**src/rtl/hfa_pkg.sv**
```systemverilog
package hfa_pkg;

    localparam int FRAC_W = 10;
    localparam int EXP_W = 5;
    localparam int WORD_W = 16;
    localparam int ALIGN_MAX = 13;
    localparam int SUM_W = FRAC_W + 1 + ALIGN_MAX + 1;

    localparam logic [WORD_W-1:0] NAN_WORD = 16'h7C01;
    localparam logic [EXP_W-1:0] EXP_INF = 5'd31;

    typedef logic [WORD_W-1:0] word_t;

endpackage

```
**src/rtl/half_float_adder.sv**
```systemverilog
// binary16 adder without subnormals: a word with exponent 0 is zero, any NaN
// gives 0x7C01, opposite infinities give 0x7C01, overflow saturates to infinity
// and underflow or exact cancellation flushes to zero. Each beat carries a_word in
// bits 15:0 and b_word in bits 31:16; the sum comes back one beat per operand beat.
// Throughput is one beat per cycle while m_tready does not stall the output; a beat passes
// through the operand register and then the result register, with the align, add,
// normalize and round logic in between.
module half_float_adder (
    input  logic        aclk,
    input  logic        aresetn,
    input  logic        s_tvalid,
    output logic        s_tready,
    input  logic [31:0] s_tdata,   // a_word, b_word
    output logic        m_tvalid,
    input  logic        m_tready,
    output logic [15:0] m_tdata    // sum_word
);

    localparam int SW = hfa_pkg::SUM_W;
    localparam int FW = hfa_pkg::FRAC_W;
    localparam int PW = $clog2(SW);

    hfa_pkg::word_t a_reg, b_reg, sum_reg, sum_next;
    logic           in_valid_reg, out_valid_reg;
    logic           advance;

    assign advance  = !out_valid_reg || m_tready;
    assign s_tready = !in_valid_reg || advance;
    assign m_tvalid = out_valid_reg;
    assign m_tdata  = sum_reg;

    always_ff @(posedge aclk) begin
        if (!aresetn) begin
            in_valid_reg  <= 1'b0;
            out_valid_reg <= 1'b0;
        end else begin
            if (s_tready) begin
                in_valid_reg <= s_tvalid;
            end
            if (advance) begin
                out_valid_reg <= in_valid_reg;
            end
        end
    end

    always_ff @(posedge aclk) begin
        if (s_tready && s_tvalid) begin
            a_reg <= s_tdata[15:0];
            b_reg <= s_tdata[31:16];
        end
        if (advance && in_valid_reg) begin
            sum_reg <= sum_next;
        end
    end

    logic       sa, sb, sx, sy;
    logic [4:0] ea, eb, ex, ey, d;
    logic [9:0] fa, fb, fx, fy;
    logic       nan_a, nan_b, inf_a, inf_b, a_big;
    logic [3:0] dc;
    logic [SW-1:0] mx, my, s, n;
    logic [PW-1:0] p;
    logic [11:0] m;
    logic signed [7:0] e;

    always_comb begin
        sa = a_reg[15];
        sb = b_reg[15];
        ea = a_reg[14:10];
        eb = b_reg[14:10];
        fa = a_reg[9:0];
        fb = b_reg[9:0];
        nan_a = (ea == hfa_pkg::EXP_INF) && (fa != '0);
        nan_b = (eb == hfa_pkg::EXP_INF) && (fb != '0);
        inf_a = (ea == hfa_pkg::EXP_INF) && (fa == '0);
        inf_b = (eb == hfa_pkg::EXP_INF) && (fb == '0);
        a_big = a_reg[14:0] >= b_reg[14:0];
        sx = a_big ? sa : sb;
        ex = a_big ? ea : eb;
        fx = a_big ? fa : fb;
        sy = a_big ? sb : sa;
        ey = a_big ? eb : ea;
        fy = a_big ? fb : fa;
        d  = ex - ey;
        // far operand only matters as a sticky one below the round bit
        if (d > 5'(hfa_pkg::ALIGN_MAX)) begin
            dc = 4'(hfa_pkg::ALIGN_MAX);
            my = SW'(1);
        end else begin
            dc = d[3:0];
            my = SW'({1'b1, fy});
        end
        mx = SW'({1'b1, fx}) << dc;
        s  = (sx == sy) ? mx + my : mx - my;
        p  = '0;
        for (int i = 0; i < SW; i++) begin
            if (s[i]) begin
                p = PW'(i);
            end
        end
        n = s << (PW'(SW - 1) - p);
        m = {1'b0, n[SW-1 -: FW+1]} + 12'(n[SW-FW-2]);
        e = 8'(ex) - 8'(dc) + 8'(p) - 8'(FW);
        if (m[11]) begin
            m = m >> 1;
            e = e + 8'sd1;
        end

        if (nan_a || nan_b) begin
            sum_next = hfa_pkg::NAN_WORD;
        end else if (inf_a && inf_b) begin
            sum_next = (sa == sb) ? {sa, hfa_pkg::EXP_INF, 10'd0} : hfa_pkg::NAN_WORD;
        end else if (inf_a) begin
            sum_next = {sa, hfa_pkg::EXP_INF, 10'd0};
        end else if (inf_b) begin
            sum_next = {sb, hfa_pkg::EXP_INF, 10'd0};
        end else if (ea == '0 && eb == '0) begin
            sum_next = '0;
        end else if (ea == '0) begin
            sum_next = b_reg;
        end else if (eb == '0) begin
            sum_next = a_reg;
        end else if (s == '0) begin
            sum_next = '0;
        end else if (e >= 8'sd31) begin
            sum_next = {sx, hfa_pkg::EXP_INF, 10'd0};
        end else if (e <= 8'sd0) begin
            sum_next = {sx, 15'd0};
        end else begin
            sum_next = {sx, e[4:0], m[9:0]};
        end
    end

endmodule
```
**config.mk**
```make
export PLATFORM = sky130hd
export DESIGN_NAME = half_float_adder
export DESIGN_NICKNAME = d
export VERILOG_FILES = /design/src/rtl/hfa_pkg.sv /design/src/rtl/half_float_adder.sv
export SDC_FILE = /design/constraint.sdc
export NUM_CORES = 1
export LEC_CHECK = 0
export BUFFER_PORTS_ARGS = -buffer_cell sky130_fd_sc_hd__buf_2
export CAP_MARGIN = 20
export CELL_PAD_IN_SITES_DETAIL_PLACEMENT = 0
export CELL_PAD_IN_SITES_GLOBAL_PLACEMENT = 2
export CORE_ASPECT_RATIO = 0.7
export CORE_MARGIN = 5
export CORE_UTILIZATION = 40
export CTS_CLUSTER_DIAMETER = 150
export DETAILED_ROUTE_END_ITERATION = 6
export GPL_ROUTABILITY_DRIVEN = 0
export PLACE_DENSITY = 0.95
export SETUP_SLACK_MARGIN = 0.1
export SLEW_MARGIN = 25
export SYNTH_ARGS = -nofsm -noshare
export SYNTH_HDL_FRONTEND = slang
export SYNTH_SLANG_ARGS = --single-unit
export TNS_END_PERCENT = 1
```
**constraint.sdc**
```tcl
create_clock -name aclk -period 33 [get_ports aclk]
set_input_delay 3.3 -clock aclk [delete_from_list [all_inputs] [get_ports aclk]]
set_output_delay 3.3 -clock aclk [all_outputs]
set_load 0.05 [all_outputs]
```
=== Word-level counts from Yosys, hierarchy flattened ===
Index checks and enable logic that the tools add are counted.

* Output and inout bits: 18
* Bits of input ports: 36
* Register bits after elaboration: 50
* Word-level logic and storage cells: 89

* Eq/ne operators: 4
* Add/subtract/negate cells: 9
* Magnitude comparators: 4
* Muxes and demuxes: 45
* Shift operators: 2
* Reduce and logical (&&, ||, !) cells: 20

{| class="wikitable"
|+ Operator list
! kind !! count
|-
| $mux 16 || 8
|-
| $mux 5 || 25
|-
| $mux 10 || 3
|-
| $mux 15 || 2
|-
| $add 25x25->25 || 1
|-
| $logic_not 25->1 || 1
|-
| $mux 25 || 1
|-
| $shl 11x4->25 || 1
|-
| $shl 25x5->25 || 1
|-
| $sub 25x25->25 || 1
|-
| $logic_not 10->1 || 2
|-
| $reduce_bool 10->1 || 2
|-
| $ge 15x15->1 || 1
|-
| $add 11x1->12 || 1
|-
| $mux 11 || 1
|-
| $eq 5x5->1 const B || 2
|-
| $logic_not 5->1 || 2
|-
| $add 8x2->8 const B || 1
|-
| $ge 8x6->1 const B || 1
|-
| $le 8x1->1 const B || 1
|-
| $logic_and 1x1->1 || 8
|-
| $mux 8 || 1
|-
| $sub 7x5->8 const B || 1
|-
| $add 6x6->7 || 1
|-
| other kinds (9) || 15
|}

=== Longest topological paths before layout ===
Gate-level depths: netlist of the first run.

* Word-level depth: 46
* Gate-level depth with buffers: 64
* Depth with buffers taken out: 54

=== Worst setup path after synthesis of the first run ===
OpenSTA, ideal clock, no wires.

* Path type: register -> register
* Start point: register b_reg[10]
* End point: register sum_reg[14], in the netlist m_tdata[14] (data pin)
* Path slack: 20,652 ps
* Path buffers: 11
* Library setup time: 259 ps
* Clock period less this slack: 12,348 ps
* Stages on the path, launching flop included: 62
* Required time: 32,741 ps
* Arrival: 12,090 ps
* Path through: edfxtp_1 > clkbuf_1 > inv_1 > ha_1 > clkbuf_1 > nand2_1 > nor4_1 > o41ai_2 > nand2_1 > buf_2 > clkinv_1 > and3_1 > a21oi_1 > ha_1 > o21ai_0 > nand2_1 > a22oi_1 > mux2i_1 > [... 26 more ...] > mux2_2 > o211ai_1 > nand2_1 > a21oi_1 > a21oi_1 > nor2_1 > ha_1 > and3_1 > o31ai_1 > a211oi_1 > o32a_1 > or4b_1 > buf_2 > or2_4 > buf_6 > mux2_2 > a21oi_1 > o21ai_1

* Word-level cells in the longest chain between the ends: 46
* Elaborated cells between the ends (all ways): 67
* Those cells by class: add/sub: 9; order compare: 4; eq/ne: 2; shift: 2; mux: 43; reduce/logical: 7

{| class="wikitable"
|+ Ends and longest elaborated chain
! item !! RTL line !! RTL
|-
| start: declaration || half_float_adder.sv:23 || <nowiki>hfa_pkg::word_t a_reg, b_reg, sum_reg, sum_next;</nowiki>
|-
| start signal: assignment || half_float_adder.sv:49 || <nowiki>b_reg <= s_tdata[31:16];</nowiki>
|-
| $ge 15x15->1 || half_float_adder.sv:77 || <nowiki>a_big = a_reg[14:0] >= b_reg[14:0];</nowiki>
|-
| $mux 5 (on tied branches) || half_float_adder.sv:79, half_float_adder.sv:82 ||
|-
| $sub 5x5->5 || half_float_adder.sv:84 || <nowiki>d = ex - ey;</nowiki>
|-
| $gt 5x4->1 || half_float_adder.sv:86 || <nowiki>if (d > 5'(hfa_pkg::ALIGN_MAX)) begin</nowiki>
|-
| $mux 4 || half_float_adder.sv:86 ||
|-
| $shl 11x4->25 || half_float_adder.sv:93 || <nowiki>mx = SW'({1'b1, fx}) << dc;</nowiki>
|-
| $sub 25x25->25 / $add 25x25->25 (equally long branches) || half_float_adder.sv:94 || <nowiki>s = (sx == sy) ? mx + my : mx - my;</nowiki>
|-
| $mux 25 || half_float_adder.sv:94 ||
|-
| [... 30 more ...] || -- ||
|-
| $mux 15 || half_float_adder.sv:125 || <nowiki>end else if (e >= 8'sd31) begin</nowiki>
|-
| $mux 16 || half_float_adder.sv:123 || <nowiki>end else if (s == '0) begin</nowiki>
|-
| $mux 16 || half_float_adder.sv:121 || <nowiki>end else if (eb == '0) begin</nowiki>
|-
| $mux 16 || half_float_adder.sv:119 || <nowiki>end else if (ea == '0) begin</nowiki>
|-
| $mux 16 || half_float_adder.sv:117 || <nowiki>end else if (ea == '0 && eb == '0) begin</nowiki>
|-
| $mux 16 || half_float_adder.sv:115 || <nowiki>end else if (inf_b) begin</nowiki>
|-
| $mux 16 || half_float_adder.sv:113 || <nowiki>end else if (inf_a) begin</nowiki>
|-
| $mux 16 || half_float_adder.sv:111 || <nowiki>end else if (inf_a && inf_b) begin</nowiki>
|-
| end signal: assignment || half_float_adder.sv:52 || <nowiki>sum_reg <= sum_next;</nowiki>
|-
| end: declaration || half_float_adder.sv:23 ||
|}

Parallel ways exist; a longest one is shown, timed or not.
A chain may end at the register's enable or synchronous reset.

=== Final worst setup path of the first run ===
* Start point: register b_reg[10]
* End point: register sum_reg[3], in the netlist m_tdata[3] (data pin)

Same word-level chain as after synthesis.

==> results_dict.tcl, run 1 <==
set metrics [dict create \
    status "completed" \
    synth_xor_area_share_pct 5.11 \
    io_pins 54 \
    synth_edf_count 48 \
    initialDrtViolationCount 1391 \
    hold_path.class "reg2reg" \
    grt_pass1_wl_um 50600 \
    vias_per_cell 6.38 \
    fin_crit_ps 17010 \
    drc 0 \
    die_w_um 191 \
    synth_warnings 0 \
    postCtsHoldBufs 0 \
    ys.flop_type "edfxtp_1" \
    cts-resized-gates 0 \
    yosysSeqAreaShare_pct 16.2 \
    start_kind "register" \
    fin_nets 1339 \
    setup_viol_count_final 0 \
    cts_buffers 5 \
    synth_compound_area_share_pct 31.9 \
    rsz0062_at_grt "no" \
    post_cts_buffers 0 \
    synth_adder_area_share_pct 8.71 \
    setup_tns_ps 0 \
    clk_pin_slew_ps 70 \
    htree_levels 2 \
    grt_antenna_before_repair 0 \
    vias 9917 \
    wl_um 33400 \
    grt.total_usage_pct 24.7 \
    worstPathRequired_ps 33150 \
    cap_violations 0 \
    dieArea_um2 26100 \
    cp-end-kind "register" \
    initial_core_util_pct 40.5 \
    synth_async_sr_flop_share_pct 0 \
    wl_per_cell_um 21.5 \
    syn_avg_cell_area_um2 7.39 \
    hold_viol 0 \
    core_area_um2 22600 \
    synth_top_family_by_area "compound AO/OA/AOI/OAI gates" \
    die_h_um 137 \
    synth_area_um2 9170 \
    dpl.hpwl_um 27000 \
    synth_cell_types 106 \
    cts_tree "yes" \
    syn_to_final_growth_pct 6.10 \
    arrival_ps 17150 \
    firstDrtPassIters 6 \
    antenna_cells 0 \
    synth_most_common_cell "nand2_1" \
    path_class "reg2reg" \
    grt_pass1_vias 8489 \
    ctsRootBufferMaster "clkbuf_16" \
    ys_top_cells_by_count "161 x nand2_1, 102 x nor2_1, 98 x a21oi_1" \
    ant_nets 0 \
    synth_simple_gate_area_share_pct 24.9 \
    clk_latency_ps 300 \
    cpLargestDelayFamily "compound AO/OA/AOI/OAI gates" \
    finalClockSkew_ps 8.88 \
    io_buffers 53 \
    drive_above_1_share_pct 10.8 \
    critPathMaxFanout 48 \
    slew-limit-headroom_pct 30.6 \
    fmax_mhz 58.8 \
    cts.sink_count 50 \
    slowest_delay_ps 930 \
    finalMaxSlewViolations 0 \
    ys_ff_latch 50 \
    grt_max_degree 49 \
    std_cell_rows 46 \
    tightest_slew_ps 1040 \
    synth.largest_area_cell "edfxtp_1" \
    syn_inst 1240 \
    fin_crit_sh_pct 51.5 \
    grt.overflow.total 0 \
    synthTopCellsByArea "edfxtp_1 16%, ha_1 8.1%, nand2_1 6.6%, a21oi_1 5.4%, mux2i_1 5.4%" \
    synth_top_area_share_pct 15.7 \
    crit_buf_inv 6 \
    syn_nets 1338 \
    slowest_stage "xnor2_2" \
    synthMuxAreaShare_pct 7.56 \
    clockBufferDepth 2 \
]
-- placed cells by master, fill, tap and decap left out, types with 7 or more instances in the layout --
cell | synthesis | routed
a211o_1 | 9 | 9
nor3_1 | 45 | 45
or3_1 | 10 | 10
mux2i_1 | 49 | 49
nor4_1 | 7 | 7
xnor2_1 | 26 | 26
o21ai_0 | 84 | 84
a211oi_1 | 25 | 25
a21o_1 | 20 | 20
a31oi_1 | 8 | 8
nand2_1 | 161 | 161
and3_1 | 11 | 11
nor2_1 | 102 | 102
nand3_1 | 48 | 48
o21a_1 | 10 | 10
xor2_1 | 20 | 20
mux2_2 | 14 | 14
o22ai_1 | 14 | 14
inv_1 | 47 | 47
nand4_1 | 10 | 10
nor2b_1 | 16 | 16
o31ai_1 | 11 | 11
nand2b_1 | 8 | 8
buf_4 | 5 | 11
buf_2 | 11 | 53
o211ai_1 | 25 | 25
ha_1 | 59 | 59
or2_2 | 7 | 7
edfxtp_1 | 48 | 48
and2_1 | 13 | 13
a21oi_1 | 98 | 98
o221ai_1 | 7 | 7
a22oi_1 | 9 | 9
-- worst reg2reg max path, delay by kind of cell, from the launching register on --
| family | cells | cell delay (ps) |
|---|---|---|
| compound gates | 23 | 5700 |
| buf+inv | 6 | 2610 |
| fa+ha+maj | 5 | 2260 |
| xor+xnor | 2 | 1180 |
| mux | 4 | 1050 |
| flops | 1 | 530 |
| simple gates | 11 | 3500 |
-- cell type report --
| class | instances | area (um2) |
|---|---|---|
| multi-input combinational | 1070 | 7170 |
| fill | 2321 | 12900 |
| tap | 312 | 390 |
| clock buffer | 6 | 129 |
| timing repair buffer | 64 | 348 |
| clock inverter | 2 | 17.5 |
| inverter | 50 | 188 |
| sequential | 50 | 1480 |
-- worst paths after layout --
kind                      from    endpoint  slack (ps)  depth (start not counted)
setup / recovery     b_reg[10]  m_tdata[3]       16000                         51
hold / removal    in_valid_reg    m_tvalid         520                          1
setup reg to reg     b_reg[10]  m_tdata[3]       16000                         51
hold reg to reg   in_valid_reg    m_tvalid         520                          1
-- logic make-up (layout without fill, tap and decap cells) --
group                    count (synthesis)  in the layout
buffers and inverters                  120            122
flip-flops                              50             50
XOR/XNOR                                50             50
multiplexers                            65             65
AO/OA/AOI/OAI                          419            419
AND/OR/NAND/NOR                        474            474
adder cells (fa/ha/maj)                 62             62
-- stage by stage --
step	util, %	instances	hold slack, ps	worst slack [ps]	cell area [um2]
after floorplan	-	1240	477	20650	9170
after global placement	42.3	1546	505	16710	9580
after detailed placement	42.3	1546	512	16510	9580
after CTS	43.0	1554	525	16470	9720
after global routing	43.0	1554	561	14670	9720
final	43.0	1554	525	16000	9720
-- per-layer routing --
metal	track usage, %	part of all wire (%)
met5	2.31	0.23
met4	1.20	0.43
met3	8.39	14
met2	31.8	37
met1	40.1	48
Power of run 1 is not shown: default switching activity piles up to over one toggle a cycle in this logic, so the estimate is an artifact.
==> run 2: changes to the inputs <==
--- a/config.mk
+++ b/config.mk
@@ -5,17 +5,18 @@
 export SDC_FILE = /design/constraint.sdc
 export NUM_CORES = 1
 export LEC_CHECK = 0
+export ABC_AREA = 1
 export BUFFER_PORTS_ARGS = -buffer_cell sky130_fd_sc_hd__buf_2
 export CAP_MARGIN = 20
 export CELL_PAD_IN_SITES_DETAIL_PLACEMENT = 0
 export CELL_PAD_IN_SITES_GLOBAL_PLACEMENT = 2
 export CORE_ASPECT_RATIO = 0.7
 export CORE_MARGIN = 5
-export CORE_UTILIZATION = 40
+export CORE_UTILIZATION = 31
 export CTS_CLUSTER_DIAMETER = 150
 export DETAILED_ROUTE_END_ITERATION = 6
 export GPL_ROUTABILITY_DRIVEN = 0
-export PLACE_DENSITY = 0.95
+export PLACE_DENSITY = 0.91
 export SETUP_SLACK_MARGIN = 0.1
 export SLEW_MARGIN = 25
 export SYNTH_ARGS = -nofsm -noshare
==> constraint.sdc (replaced) <==
create_clock -name aclk -period 13.8 [get_ports aclk]
set_input_delay 1.38 -clock aclk [delete_from_list [all_inputs] [get_ports aclk]]
set_output_delay 1.38 -clock aclk [all_outputs]
set_load 0.05 [all_outputs]
==> run 2 against run 1 <==
  * Synthesized cell count shrank 0.56%
  * Critical path depth up 11
  * Design area fell by 14%
  * Synthesized area decreased by 16%
  * Final cell count up 1.6%
  * Routed wire length fell by 22%
  * Non-clock buffer count shrank 8
  * Highest routed layer is now met4
  * Die area increased by 8.4%
  * First-iteration DRC count fell by 25%
  * Worst hold slack worse by 39 ps
  * Sequential cell count unchanged
  * Global-route usage shrank 6.8 points
==> results_dict.tcl, run 2 <==
set metrics [dict create \
    initialDrtViolationCount 1040 \
    dpl.hpwl_um 21300 \
    synth_most_common_cell "nand2_1" \
    cp-end-kind "register" \
    syn_nets 1331 \
    grt.overflow.total 0 \
    cts.sink_count 50 \
    synth_area_um2 7740 \
    rsz0062_at_grt "no" \
    setup_tns_ps 0 \
    cts-resized-gates 0 \
    grt.total_usage_pct 17.9 \
    fmax_mhz 80.9 \
    finalClockSkew_ps 8.56 \
    final_cell_mix "356 x nand2_1, 169 x nand3_1, 129 x inv_1" \
    htree_levels 2 \
    grt_pass1_wl_um 40500 \
    synth_warnings 0 \
    fin_crit_sh_pct 89.6 \
    dieArea_um2 28300 \
    ys_ff_latch 50 \
    slew-limit-headroom_pct 45.4 \
    synth_cell_types 56 \
    drive_above_1_share_pct 10.0 \
    clk_pin_slew_ps 80 \
    status "completed" \
    syn_avg_cell_area_um2 6.28 \
    synth_async_sr_flop_share_pct 0 \
    vias 8263 \
    crit_top_cell "nand2_1" \
    arrival_ps 12410 \
    vias_per_cell 5.23 \
    cts_tree "yes" \
    ant_nets 0 \
    slowest_delay_ps 880 \
    worstPathRequired_ps 13860 \
    finalMaxSlewViolations 0 \
    fin_nets 1351 \
    postCtsHoldBufs 0 \
    hold_viol 0 \
    tightest_slew_ps 816 \
    die_h_um 142 \
    io_pins 54 \
    yosysSeqAreaShare_pct 19.1 \
    crit_buf_inv 4 \
    firstDrtPassIters 6 \
    cts_buffers 5 \
    final_common_cell "nand2_1" \
    grt_pass1_vias 7212 \
    start_kind "register" \
    synth.largest_area_cell "edfxtp_1" \
    hold_path.class "reg2reg" \
    synth_top_area_share_pct 18.6 \
    syn_to_final_growth_pct 7.55 \
    fin_crit_ps 12360 \
    die_w_um 199 \
    clockBufferDepth 2 \
    drc 0 \
    slowest_stage "ha_1" \
    grt_max_degree 52 \
    wl_um 25900 \
    ctsRootBufferMaster "clkbuf_16" \
    cap_violations 0 \
    std_cell_rows 48 \
    antenna_cells 0 \
    post_cts_buffers 0 \
    synth_edf_count 48 \
    synthTopCellsByArea "edfxtp_1 19%, nand2_1 17%, nand3_1 11%, ha_1 9.5%, inv_1 6.3%" \
    final.fill_count 2742 \
    grt_antenna_before_repair 0 \
    clk_latency_ps 310 \
    critPathMaxFanout 51 \
    ys.flop_type "edfxtp_1" \
    initial_core_util_pct 31.4 \
    core_area_um2 24600 \
    cpLargestDelayFamily "simple AND/OR/NAND/NOR gates" \
    syn_inst 1233 \
    ys_top_cells_by_count "356 x nand2_1, 169 x nand3_1, 129 x inv_1" \
    wl_per_cell_um 16.4 \
    io_buffers 53 \
    setup_viol_count_final 0 \
    path_class "reg2reg" \
]
==> run 2: changes by cell type after synthesis, moves of 37 or more <==
cell / change
mux2i_1: -40
nand2_1: +195
nor3_1: -37
nand3_1: +121
a21oi_1: -39
inv_1: +82
==> run 2: cells by family (layout without fill, tap and decap cells) <==
logic type / Yosys count / count (layout) / synth area share [%]
AOI/OAI and AO/OA: 180 / 180 / 13.2
xor gates and xnor gates: 33 / 33 / 3.83
adders and majority gates: 62 / 62 / 10.3
buffers and inverters: 186 / 207 / 10.4
DFF: 50 / 50 / 19.1
muxes: 9 / 9 / 1.16
and+or+nand+nor: 713 / 713 / 42.0
==> run 2: per-layer routing <==
layer,part of all wire (%),global-route usage [%]
met3,9.4,4.14
met2,36,22.3
met1,54,30.6
met4,0.82,1.87
met5,0,0
==> run 2: final timing paths <==
check | slack, ps | depth (start not counted) | to | startpoint
worst max-delay path | 1440 | 62 | m_tdata[7] | b_reg[5]
worst min-delay path | 490 | 2 | m_tvalid | in_valid_reg
worst max register to register | 1440 | 62 | m_tdata[7] | b_reg[5]
worst min register to register | 490 | 2 | m_tvalid | in_valid_reg
==> run 2: cell type report <==
cell class	count	area, um2	share of cell area [%]
Clock buffer	5	125	1.50
Clock inverter	3	28.8	0.346
Inverter	143	537	6.45
Multi-Input combinational cell	997	5460	65.6
Sequential cell	50	1480	17.8
Tap cell	325	407	4.89
Timing Repair Buffer	56	288	3.46
==> run 2: stage by stage <==
stage               setup slack (ps)  area, um2  std cells  hold slack, ps  utilization [%]
floorplan                       5330       7740       1233             447                -
global placement                1410       8170       1571             460             33.2
detailed placement              1220       8170       1571             466             33.2
CTS                             1190       8320       1579             484             33.8
global route                     293       8320       1579             529             33.8
finish                          1440       8320       1579             486             33.8
==> run 2: worst register-to-register path, delay by kind of cell (launching register included) <==
kind	cells	cell delay (ps)
xor+xnor	1	320
flops	1	510
simple gates	44	6360
compound gates	7	1300
fa+ha+maj	6	2220
buf+inv	4	1400
Power of run 2 is left out for the same reason.
